<file path="src/psg_pkg.sv">
package psg_pkg;

  localparam int MAX_LIMIT_DEF = 256;
  localparam int CFG_W         = 9;
  localparam int PRIME_W       = 8;
  localparam int CNT_W         = 6;
  localparam int STEP_W        = 4;

  localparam logic [CFG_W-1:0] LIMIT_RST = 9'd100;
  localparam int FIRST_PRIME = 2;

  typedef logic [STEP_W-1:0] step_t;

  // microprogram step addresses
  localparam step_t S_IDLE    = 4'd0;
  localparam step_t S_FILL    = 4'd1;
  localparam step_t S_SV_INIT = 4'd2;
  localparam step_t S_SV_RD   = 4'd3;
  localparam step_t S_SV_TEST = 4'd4;
  localparam step_t S_STRIKE  = 4'd5;
  localparam step_t S_SV_NEXT = 4'd6;
  localparam step_t S_CNT     = 4'd7;
  localparam step_t S_EM_INIT = 4'd8;
  localparam step_t S_EM_RD   = 4'd9;
  localparam step_t S_EMIT    = 4'd10;
  localparam step_t S_EM_END  = 4'd11;

  typedef enum logic [1:0] {
    I_HOLD = 2'd0,
    I_ZERO = 2'd1,
    I_TWO  = 2'd2,
    I_INC  = 2'd3
  } i_op_t;

  typedef enum logic [1:0] {
    J_HOLD   = 2'd0,
    J_DOUBLE = 2'd1,
    J_ADD    = 2'd2
  } j_op_t;

  typedef enum logic [1:0] {
    CNT_HOLD  = 2'd0,
    CNT_CLEAR = 2'd1,
    CNT_MARK  = 2'd2
  } cnt_op_t;

  typedef enum logic [1:0] {
    WR_NONE   = 2'd0,
    WR_FILL   = 2'd1,
    WR_STRIKE = 2'd2
  } wr_op_t;

  typedef enum logic {
    RA_I    = 1'b0,
    RA_NEXT = 1'b1
  } ra_op_t;

  typedef enum logic [1:0] {
    OUT_NONE  = 2'd0,
    OUT_PRIME = 2'd1,
    OUT_EMPTY = 2'd2
  } out_op_t;

  typedef enum logic [2:0] {
    COND_NEVER     = 3'd0,
    COND_ALWAYS    = 3'd1,
    COND_IDLE_WAIT = 3'd2,
    COND_I1_LT_LIM = 3'd3,
    COND_SQ_GE_LIM = 3'd4,
    COND_NOT_MARK  = 3'd5,
    COND_J_LT_LIM  = 3'd6
  } cond_sel_t;

  typedef struct packed {
    logic      busy;
    i_op_t     i_op;
    j_op_t     j_op;
    cnt_op_t   cnt_op;
    wr_op_t    wr_op;
    ra_op_t    ra_op;
    out_op_t   out_op;
    cond_sel_t cond;
    step_t     target;
  } ucode_t;

  typedef struct packed {
    logic go;
    logic i1_lt_lim;
    logic sq_ge_lim;
    logic mark;
    logic j_lt_lim;
  } flags_t;

  // control store: one word per step, jump to target when cond holds
  function automatic ucode_t ucode(input step_t pc);
    ucode_t w;
    w.busy   = 1'b1;
    w.i_op   = I_HOLD;
    w.j_op   = J_HOLD;
    w.cnt_op = CNT_HOLD;
    w.wr_op  = WR_NONE;
    w.ra_op  = RA_I;
    w.out_op = OUT_NONE;
    w.cond   = COND_NEVER;
    w.target = S_IDLE;
    unique case (pc)
      S_IDLE: begin
        w.busy   = 1'b0;
        w.i_op   = I_ZERO;
        w.cnt_op = CNT_CLEAR;
        w.cond   = COND_IDLE_WAIT;
        w.target = S_IDLE;
      end
      S_FILL: begin
        w.i_op   = I_INC;
        w.wr_op  = WR_FILL;
        w.cond   = COND_I1_LT_LIM;
        w.target = S_FILL;
      end
      S_SV_INIT: begin
        w.i_op = I_TWO;
      end
      S_SV_RD: begin
        w.cond   = COND_SQ_GE_LIM;
        w.target = S_CNT;
      end
      S_SV_TEST: begin
        w.j_op   = J_DOUBLE;
        w.cnt_op = CNT_MARK;
        w.cond   = COND_NOT_MARK;
        w.target = S_SV_NEXT;
      end
      S_STRIKE: begin
        w.j_op   = J_ADD;
        w.wr_op  = WR_STRIKE;
        w.cond   = COND_J_LT_LIM;
        w.target = S_STRIKE;
      end
      S_SV_NEXT: begin
        w.i_op   = I_INC;
        w.cond   = COND_ALWAYS;
        w.target = S_SV_RD;
      end
      S_CNT: begin
        w.i_op   = I_INC;
        w.cnt_op = CNT_MARK;
        w.ra_op  = RA_NEXT;
        w.cond   = COND_I1_LT_LIM;
        w.target = S_CNT;
      end
      S_EM_INIT: begin
        w.i_op = I_TWO;
      end
      S_EM_RD: begin
        w.cond = COND_NEVER;
      end
      S_EMIT: begin
        w.i_op   = I_INC;
        w.ra_op  = RA_NEXT;
        w.out_op = OUT_PRIME;
        w.cond   = COND_I1_LT_LIM;
        w.target = S_EMIT;
      end
      S_EM_END: begin
        w.out_op = OUT_EMPTY;
        w.cond   = COND_ALWAYS;
        w.target = S_IDLE;
      end
      default: begin
        w.busy   = 1'b0;
        w.cond   = COND_ALWAYS;
        w.target = S_IDLE;
      end
    endcase
    return w;
  endfunction

endpackage

</file>
<file path="src/psg_ram.sv">
module psg_ram #(
  parameter int WIDTH = 1,
  parameter int DEPTH = 256
) (
  input  logic                     clk,
  input  logic                     we,
  input  logic [$clog2(DEPTH)-1:0] waddr,
  input  logic [WIDTH-1:0]         wdata,
  input  logic [$clog2(DEPTH)-1:0] raddr,
  output logic [WIDTH-1:0]         rdata
);

  logic [WIDTH-1:0] mem [DEPTH];

  always_ff @(posedge clk) begin
    if (we) begin
      mem[waddr] <= wdata;
    end
    rdata <= mem[raddr];
  end

endmodule

</file>
<file path="src/psg_seq.sv">
module psg_seq (
  input  logic             clk,
  input  logic             rst,
  input  psg_pkg::flags_t  flags,
  output psg_pkg::ucode_t  ctrl
);

  psg_pkg::step_t pc;
  psg_pkg::step_t pc_next;
  logic           take;

  always_comb begin
    ctrl = psg_pkg::ucode(pc);
  end

  // branch condition select
  always_comb begin
    unique case (ctrl.cond)
      psg_pkg::COND_NEVER:     take = 1'b0;
      psg_pkg::COND_ALWAYS:    take = 1'b1;
      psg_pkg::COND_IDLE_WAIT: take = ~flags.go;
      psg_pkg::COND_I1_LT_LIM: take = flags.i1_lt_lim;
      psg_pkg::COND_SQ_GE_LIM: take = flags.sq_ge_lim;
      psg_pkg::COND_NOT_MARK:  take = ~flags.mark;
      psg_pkg::COND_J_LT_LIM:  take = flags.j_lt_lim;
      default:                 take = 1'b1;
    endcase
    pc_next = take ? ctrl.target : psg_pkg::step_t'(pc + 1'b1);
  end

  always_ff @(posedge clk) begin
    if (rst) begin
      pc <= psg_pkg::S_IDLE;
    end else begin
      pc <= pc_next;
    end
  end

endmodule

</file>
<file path="src/prime_sieve_generator_core.sv">
// prime sieve generator: lists the primes strictly below a programmed limit
//
// config channel: cfg_valid/cfg_ready/cfg_limit writes the 9-bit limit; ready
//   only while idle. limit below 2 acts as 2, above MAX_LIMIT as MAX_LIMIT.
// command: a beat is taken when start is high and busy is low; start_req
//   must be 1 for a run, a beat with start_req 0 does nothing.
// results: one beat per prime in rising order, each shown for one cycle with
//   result_valid high, carrying position, found_count and is_last. when no
//   prime exists a single beat with none_found and is_last set comes out.
//   the receiver cannot stall, so results are never held.
// sequence: one run at a time. fill the mark memory for every entry below
//   limit, then sieve each i with i*i below limit: read its mark and, if
//   it is prime, strike out each multiple from 2*i up. then count from the
//   first i with i*i at or above limit, then emit each entry from 2 on in
//   turn. prime beats show while busy is high; the empty beat shows in the
//   first idle cycle, where the next command may already be taken.
// reset: limit returns to 100, the sequencer goes idle, no beat pending.
//   the mark memory is not cleared; each run refills what it reads.
module prime_sieve_generator_core #(
  parameter int MAX_LIMIT = psg_pkg::MAX_LIMIT_DEF
) (
  input  logic                        clk,
  input  logic                        rst,
  // command channel
  input  logic                        start,
  output logic                        busy,
  input  logic                        start_req,
  // config write channel
  input  logic                        cfg_valid,
  output logic                        cfg_ready,
  input  logic [psg_pkg::CFG_W-1:0]   cfg_limit,
  // result beats
  output logic                        result_valid,
  output logic [psg_pkg::PRIME_W-1:0] prime,
  output logic [psg_pkg::CNT_W-1:0]   position,
  output logic [psg_pkg::CNT_W-1:0]   found_count,
  output logic                        is_last,
  output logic                        none_found
);

  localparam int LIM_W  = $clog2(MAX_LIMIT + 1);
  localparam int J_W    = LIM_W + 1;
  localparam int ADDR_W = $clog2(MAX_LIMIT);
  localparam int SQ_W   = 2 * LIM_W;

  psg_pkg::ucode_t ctrl;
  psg_pkg::flags_t flags;

  // programmed limit and the clamped copy latched for a run
  logic [psg_pkg::CFG_W-1:0] limit;
  logic [LIM_W-1:0]          eff_lim;
  logic [LIM_W-1:0]          lim;

  // datapath registers
  logic [LIM_W-1:0]          i;
  logic [J_W-1:0]            j;
  logic [psg_pkg::CNT_W-1:0] count;
  logic [psg_pkg::CNT_W-1:0] emitted;

  logic              go;
  logic              live;
  logic              mark;
  logic [SQ_W-1:0]   i_sq;
  logic [J_W-1:0]    i_ext;
  logic              hit;

  // mark memory port
  logic              ram_we;
  logic [ADDR_W-1:0] ram_waddr;
  logic [0:0]        ram_wdata;
  logic [ADDR_W-1:0] ram_raddr;
  logic [0:0]        ram_rdata;

  assign busy      = ctrl.busy;
  assign cfg_ready = ~ctrl.busy;
  assign go        = start & ~ctrl.busy & start_req;

  // clamp the programmed limit into 2..MAX_LIMIT
  always_comb begin
    if (limit < psg_pkg::CFG_W'(psg_pkg::FIRST_PRIME)) begin
      eff_lim = LIM_W'(psg_pkg::FIRST_PRIME);
    end else if (limit > psg_pkg::CFG_W'(MAX_LIMIT)) begin
      eff_lim = LIM_W'(MAX_LIMIT);
    end else begin
      eff_lim = LIM_W'(limit);
    end
  end

  assign i_ext = J_W'(i);
  assign i_sq  = SQ_W'(i) * SQ_W'(i);
  assign mark  = ram_rdata[0];
  // rdata always holds the mark of the current i in the scan steps
  assign live  = i < lim;
  assign hit   = mark & live;

  always_comb begin
    flags.go        = go;
    flags.i1_lt_lim = (i_ext + J_W'(1)) < J_W'(lim);
    flags.sq_ge_lim = i_sq >= SQ_W'(lim);
    flags.mark      = mark;
    flags.j_lt_lim  = j < J_W'(lim);
  end

  psg_seq u_seq (
    .clk   (clk),
    .rst   (rst),
    .flags (flags),
    .ctrl  (ctrl)
  );

  // memory addressing: fill walks i, strikes walk j, scans read one ahead
  always_comb begin
    ram_we    = 1'b0;
    ram_waddr = ADDR_W'(i);
    ram_wdata = 1'b0;
    unique case (ctrl.wr_op)
      psg_pkg::WR_NONE: begin
        ram_we = 1'b0;
      end
      psg_pkg::WR_FILL: begin
        ram_we    = 1'b1;
        ram_waddr = ADDR_W'(i);
        ram_wdata = (i >= LIM_W'(psg_pkg::FIRST_PRIME));
      end
      psg_pkg::WR_STRIKE: begin
        ram_we    = flags.j_lt_lim;
        ram_waddr = ADDR_W'(j);
        ram_wdata = 1'b0;
      end
      default: begin
        ram_we = 1'b0;
      end
    endcase
    unique case (ctrl.ra_op)
      psg_pkg::RA_I:    ram_raddr = ADDR_W'(i);
      psg_pkg::RA_NEXT: ram_raddr = ADDR_W'(i_ext + J_W'(1));
      default:          ram_raddr = ADDR_W'(i);
    endcase
  end

  psg_ram #(
    .WIDTH (1),
    .DEPTH (MAX_LIMIT)
  ) u_marks (
    .clk   (clk),
    .we    (ram_we),
    .waddr (ram_waddr),
    .wdata (ram_wdata),
    .raddr (ram_raddr),
    .rdata (ram_rdata)
  );

  // control state
  always_ff @(posedge clk) begin
    if (rst) begin
      limit        <= psg_pkg::LIMIT_RST;
      result_valid <= 1'b0;
    end else begin
      if (cfg_valid && cfg_ready) begin
        limit <= cfg_limit;
      end
      unique case (ctrl.out_op)
        psg_pkg::OUT_NONE:  result_valid <= 1'b0;
        psg_pkg::OUT_PRIME: result_valid <= hit;
        psg_pkg::OUT_EMPTY: result_valid <= (count == '0);
        default:            result_valid <= 1'b0;
      endcase
    end
  end

  // datapath and result payload
  always_ff @(posedge clk) begin
    if (go) begin
      lim <= eff_lim;
    end

    unique case (ctrl.i_op)
      psg_pkg::I_HOLD: i <= i;
      psg_pkg::I_ZERO: i <= '0;
      psg_pkg::I_TWO:  i <= LIM_W'(psg_pkg::FIRST_PRIME);
      psg_pkg::I_INC:  i <= LIM_W'(i_ext + J_W'(1));
      default:         i <= i;
    endcase

    unique case (ctrl.j_op)
      psg_pkg::J_HOLD:   j <= j;
      psg_pkg::J_DOUBLE: j <= i_ext + i_ext;
      psg_pkg::J_ADD:    j <= j + i_ext;
      default:           j <= j;
    endcase

    unique case (ctrl.cnt_op)
      psg_pkg::CNT_HOLD: begin
        count <= count;
      end
      psg_pkg::CNT_CLEAR: begin
        count   <= '0;
        emitted <= '0;
      end
      psg_pkg::CNT_MARK: begin
        if (hit) begin
          count <= count + 1'b1;
        end
      end
      default: begin
        count <= count;
      end
    endcase

    unique case (ctrl.out_op)
      psg_pkg::OUT_NONE: begin
        prime <= prime;
      end
      psg_pkg::OUT_PRIME: begin
        prime       <= psg_pkg::PRIME_W'(i);
        position    <= emitted;
        found_count <= count;
        is_last     <= (emitted + 1'b1) == count;
        none_found  <= 1'b0;
        if (hit) begin
          emitted <= emitted + 1'b1;
        end
      end
      psg_pkg::OUT_EMPTY: begin
        prime       <= '0;
        position    <= '0;
        found_count <= '0;
        is_last     <= 1'b1;
        none_found  <= 1'b1;
      end
      default: begin
        prime <= prime;
      end
    endcase
  end

`ifndef SYNTHESIS
  // a taken run request always starts the sequencer
  a_go_busy: assert property (@(posedge clk) disable iff (rst)
    go |=> busy)
    else $error("run request did not start the sequencer");

  // a prime beat sits inside the list it reports
  a_pos_range: assert property (@(posedge clk) disable iff (rst)
    (result_valid && !none_found) |-> (position < found_count))
    else $error("prime position beyond found count");

  // the empty beat is the single last beat with a zero count
  a_empty_beat: assert property (@(posedge clk) disable iff (rst)
    (result_valid && none_found) |-> (is_last && found_count == '0))
    else $error("empty beat malformed");

  // every reported prime lies below the latched limit
  a_prime_range: assert property (@(posedge clk) disable iff (rst)
    (result_valid && !none_found) |-> (int'(prime) < int'(lim)))
    else $error("prime not below limit");

  // no beat while the sequencer stays idle past its first idle cycle
  a_quiet_idle: assert property (@(posedge clk) disable iff (rst)
    (!busy && $past(!busy)) |-> !result_valid)
    else $error("result beat while idle");
`endif

endmodule
</file>
<file path="config.mk">
export PLATFORM = sky130hd
export DESIGN_NAME = prime_sieve_generator_core
export DESIGN_NICKNAME = d
export VERILOG_FILES = /design/src/psg_pkg.sv /design/src/psg_ram.sv /design/src/psg_seq.sv /design/src/prime_sieve_generator_core.sv
export SDC_FILE = /design/constraint.sdc
export NUM_CORES = 1
export LEC_CHECK = 0
export ABC_AREA = 1
export BUFFER_PORTS_ARGS = -buffer_cell sky130_fd_sc_hd__buf_4
export CORE_UTILIZATION = 45
export CTS_CLUSTER_SIZE = 14
export DETAILED_ROUTE_END_ITERATION = 8
export GPL_TIMING_DRIVEN = 1
export SLEW_MARGIN = 15
export SYNTH_ARGS = -nofsm -noshare
export SYNTH_HDL_FRONTEND = slang
export SYNTH_HIERARCHICAL = 1
export SYNTH_SLANG_ARGS = --single-unit
</file>
<file path="constraint.sdc">
create_clock -name clk -period 19.8 [get_ports clk]
set_input_delay 2.97 -clock clk [delete_from_list [all_inputs] [get_ports clk]]
set_output_delay 2.97 -clock clk [all_outputs]
set_load 0.01 [all_outputs]
</file>
Word-level counts from Yosys, hierarchy flattened

Memory sizes are Yosys's and may differ from the RTL's. A register that Yosys moved wholly into a read port is not among the register bits.
Index checks and enable logic that the tools add are counted.

Output and inout bits: 25
Memories kept: 1
Logic and storage cells: 114
Register bits: 76
RAM bits: 256

Memories:

| name        | depth | width | rd ports | clocked after memory_dff | wr ports | RTL line      | source |
|---|---|---|---|---|---|---|---|
| u_marks.mem | 256   | 1     | 1        | 1                        | 1        | psg_ram.sv:13 | `logic [WIDTH-1:0] mem [DEPTH];` |

$add $sub $neg: 6
$lt $le $gt $ge: 7
Multipliers: 1
Reduce and logical (&&, ||, !) cells: 18
Eq/ne operators: 29
Multiplexer cells: 31
Bitwise gates (word level): 7

Operators with widths:

| operator               | count |
|---|---|
| $pmux W6 S2            | 3 |
| $pmux W8 S2            | 2 |
| $pmux W9 S3            | 1 |
| $mux W6                | 4 |
| $pmux W4 S6            | 1 |
| $lt A10 B9 Y1          | 2 |
| $pmux W10 S2           | 1 |
| $ge A18 B9 Y1          | 1 |
| $mul A9 B9 Y18         | 1 |
| $pmux W3 S6            | 1 |
| $eq A4 B3 Y1 const B   | 4 |
| $eq A4 B4 Y1 const B   | 4 |
| $pmux W2 S2            | 4 |
| $add A6 B1 Y6 const B  | 2 |
| $eq A2 B2 Y1 const B   | 6 |
| $reduce_or A11 Y1      | 1 |
| $add A10 B9 Y10        | 1 |
| $add A9 B1 Y10 const B | 1 |
| $add A9 B9 Y10         | 1 |
| $eq A2 B1 Y1 const B   | 5 |
| $reduce_or A2 Y1       | 5 |
| $eq A3 B3 Y1 const B   | 3 |
| $ge A9 B2 Y1 const B   | 1 |
| $gt A9 B9 Y1 const B   | 1 |
| 26 further kinds       | 43 |

Longest topological paths before layout

Depth in word-level cells: 9
Depth in mapped cells: 30
Gate-level depth less buffers: 29

Hierarchy

Netlist, hierarchy kept.

Modules (own cells, without submodules):

| module                     | cells an instance | sequential area each (µm²) | area each (µm²) | instances |
|---|---|---|---|---|
| psg_ram                    | 1184              | 7707.4                     | 11717.5         | 1 |
| prime_sieve_generator_core | 880               | 2001.9                     | 6875.3          | 1 |
| psg_seq                    | 107               | 80.1                       | 676.9           | 1 |

Worst setup path before layout

No wires, ideal clock.

Kind: reg-to-reg
Start point: reg i[4]
End point: mem u_marks.mem[0] (data pin)
Buffers on the path: 1
Cell stages (with the launch flop): 4
Setup time: 1.704 ns
Data required time: 18.096 ns
Period minus slack after synthesis: 9.917 ns
Arrival time: 8.212 ns
Slack: 9.883 ns
Path through: edfxtp_1 -> buf_2 -> inv_1 -> a41oi_1

Cells in the longest elaborated chain, start to end: 2

Ends and longest elaborated chain:

| what                     | RTL line                          | source |
|---|---|---|
| start: declaration       | prime_sieve_generator_core.sv:55  | `logic [LIM_W-1:0] i;` |
| start signal: assignment | prime_sieve_generator_core.sv:178 | `psg_pkg::I_HOLD: i <= i;` |
| start signal: assignment | prime_sieve_generator_core.sv:180 | `psg_pkg::I_TWO: i <= LIM_W'(psg_pkg::FIRST_PRIME);` |
| start signal: assignment | prime_sieve_generator_core.sv:181 | `psg_pkg::I_INC: i <= LIM_W'(i_ext + J_W'(1));` |
| $ge A9 B2 Y1             | prime_sieve_generator_core.sv:123 | `ram_wdata = (i >= LIM_W'(psg_pkg::FIRST_PRIME));` |
| $mux W1                  | prime_sieve_generator_core.sv:116 | `unique case (ctrl.wr_op)` |
| named net ram_wdata      | prime_sieve_generator_core.sv:70  | `logic [0:0] ram_wdata;` |
| end: declaration         | psg_ram.sv:13                     |  |

The timed path passes the listed nets, and every way through them passes these cells.

Final worst setup path

Start point: reg u_seq.pc[1]
End point: out cfg_ready

Cells in the longest elaborated chain, start to end: 4
Elaborated cells on any way between the ends: 14
Classes of those cells: eq/ne: 11; mux: 1; bitwise: 1; reduce/logical: 1

Ends and longest elaborated chain:

| what                                   | RTL line                         | source |
|---|---|---|
| start: declaration                     | psg_seq.sv:8                     | `psg_pkg::step_t pc;` |
| start signal: assignment               | psg_seq.sv:33                    | `pc <= psg_pkg::S_IDLE;` |
| start signal: assignment               | psg_seq.sv:35                    | `pc <= pc_next;` |
| $eq A4 B3 Y1 (tied with other cells)   | psg_pkg.sv:106                   | `unique case (pc)` |
| $reduce_or A11 Y1 (no source line) (*) | --                               |  |
| $mux W1 (*)                            | psg_pkg.sv:106                   |  |
| $not A1 Y1 (*)                         | prime_sieve_generator_core.sv:75 | `assign cfg_ready = ~ctrl.busy;` |
| end: declaration                       | prime_sieve_generator_core.sv:30 | `output logic cfg_ready,` |

Every way passes the cells marked *; elsewhere a longest branch is shown, timed or not.

==> results.toml <==
[drt]
drt_wl_total_mm = 49.9
vias = 14600
drtIter0Drc = 1223
post_drt_wl_per_cell_um = 18.3
antenna_left = 0
viasPerCell = 5.37
drtPass1Iterations = 5
drc = 0

[clock_network]
cts_tree = "yes"
clk-insertion-delay-late_ns = 0.56
clk_pin_slew_worst_paths_ns = 0.06
cts_buffer_depth = 3
cts_hold_buf = 0
cts_root_buf = "clkbuf_16"
cts-htree-levels = 2
cts_buffers = 39
cts_resized = 0
post_cts_buffers = 0
cts_sinks = 333

[critical_path]
slowest_stage = "or3_1"
r2r_end = "u_seq/pc[3]"
reg2reg_depth = 25
crit_path_end_kind = "output port"
critPathRequiredTime_ns = 16.83
cp_max_fo = 5
r2r_slack_ns = 14.27
worstPathCellList = "inv_1 > ha_1 > nand2_1 > nand3_2 > nor2_1 > nand3_1 > or3_1 > inv_1 > buf_4"
crit_type = "register to output port"
r2r_start = "i[1]"
crit_family = "simple AND/OR/NAND/NOR gates"
cp_common_cell = "inv_1"
critical_path_buf_inv_count = 3
cp_slowest_stage_delay_ns = 0.50
worstPathArrival_ns = 2.66
worstSetupStartpointType = "register"

[power_and_ir_drop]
power.density_nw_per_um2 = 149
p_leak_nw = 8.73
ir_worst_vdd_mv = 0.0893

[min_path]
hp-class = "register to register"
hold_end = "lim[8]"
hp-start = "limit[8]"
hold_depth = 0

[cells_and_area]
diodes = 0
drive_above_1_share_pct = 7.19
area_delta_synth_final_pct = 9.54
finalNetCount = 2297

[placement]
place_ws_ns = 14.34
portBuffers = 38
gp_congestion = 0.864
dpl.hpwl_mm = 30.7

[grt]
grt_antenna_before_repair = 0
grt_pass1_wl_mm = 79.1
first_global_vias = 14500
grt_use_total_pct = 23.4
grt_overflow = 0
grt_max_degree = 133

[timing]
fin_tns_setup_ns = 0
fmax_ghz = 0.177
slew_headroom_pct = 19.1
finalHoldViolations = 0
clock-skew-final_ns = 0.0153
rsz0062_at_grt = "no"
fin_crit_ns = 5.63
setup_ws_ns = 14.17
final-setup-viol-count = 0
timing.final.crit_share_pct = 28.5
drv_slew = 0
worstMarginPinSlew_ns = 1.21

[floorplanning]
start_util_pct = 45.8
die_h_um = 209
ios = 39
coreArea_sq_um = 42000
die_area_sq_um = 43600
die_w_um = 209
row_count = 75

[synthesis]
syn-cell-area_sq_um = 19300
synth_area_per_cell_sq_um = 8.88
yosys_warnings = 6
syn-num-nets = 2310
syn_inst = 2169

[run_status]
status = "finished, final reports clean"

[job]
drv_cap = 0
## cells in the final DEF, fill, tap and decap left out, drive strengths merged, types with 4 or more instances in the layout
master	n
a21oi	44
buf	52
bufinv	4
clkbuf	52
clkinv	13
dfxtp	21
edfxtp	312
fa	36
ha	91
inv	226
nand2	533
nand3	298
nand3b	4
nand4	22
nor2	366
nor3	7
o211ai	5
o21ai	51
xnor2	6
xor2	25
## layer usage
layer	GRT usage (%)	wire [um]	vias up
li1	-	-	7090
met1	29.7	20800	7035
met3	2.75	2920	97
met5	0	0	-
met4	8.54	1620	0
met2	40.9	24500	397
## power by group
part / leakage [nW] / switching [mW] / internal (mW)
clock network: 0.645 / 0.295 / 0.443
registers: 3.15 / 0.0613 / 0.887
logic: 4.93 / 1.01 / 0.451
## per-stage QoR
| stage | hold slack (ns) | area (sq um) | util, % | cells | total power, mW |
|---|---|---|---|---|---|
| global placement | 0.418 | 19800 | 47.0 | 2653 | 2.38 |
| floorplan | 0.450 | 19300 | - | 2169 | 2.07 |
| global route | 0.462 | 21100 | 50.2 | 2724 | 3.39 |
| finish | 0.433 | 21100 | 50.2 | 2724 | 3.15 |
| CTS | 0.433 | 21100 | 50.1 | 2723 | 3.16 |
| detailed placement | 0.417 | 19800 | 47.0 | 2653 | 2.41 |
## area by class of cell
class / instances / area [sq um]
well taps: 539 / 674
flip-flops and latches: 333 / 9790
multi-input cells: 1505 / 8060
fillers: 3996 / 20900
inverters: 225 / 847
clock buffers: 52 / 1090
repair buffers: 52 / 410
clock inverters: 18 / 224
## state kept, by name (all words and copies together) (netlist names)
register,flops
count,6
u_marks/rdata,1
u_seq/pc,4
i,9
emitted,6
is_last,1
lim,9
position,6
result_valid,1
none_found,1
limit,9
found_count,6
j,10
u_marks/mem,256
prime,8
## worst max-delay path by stage
stage / start / endpoint / slack, ns / cells past startpoint
floorplan: i[4] / u_marks/mem[0] / 9.88 / 3
global placement: i[1] / u_seq/pc[3] / 14.39 / 25
detailed placement: i[1] / u_seq/pc[3] / 14.34 / 25
CTS: u_seq/pc[1] / cfg_ready / 14.17 / 9
global route: i[1] / u_seq/pc[3] / 13.89 / 26
finish: u_seq/pc[1] / cfg_ready / 14.17 / 9
Note: power is estimated with default switching activity, not from simulation.
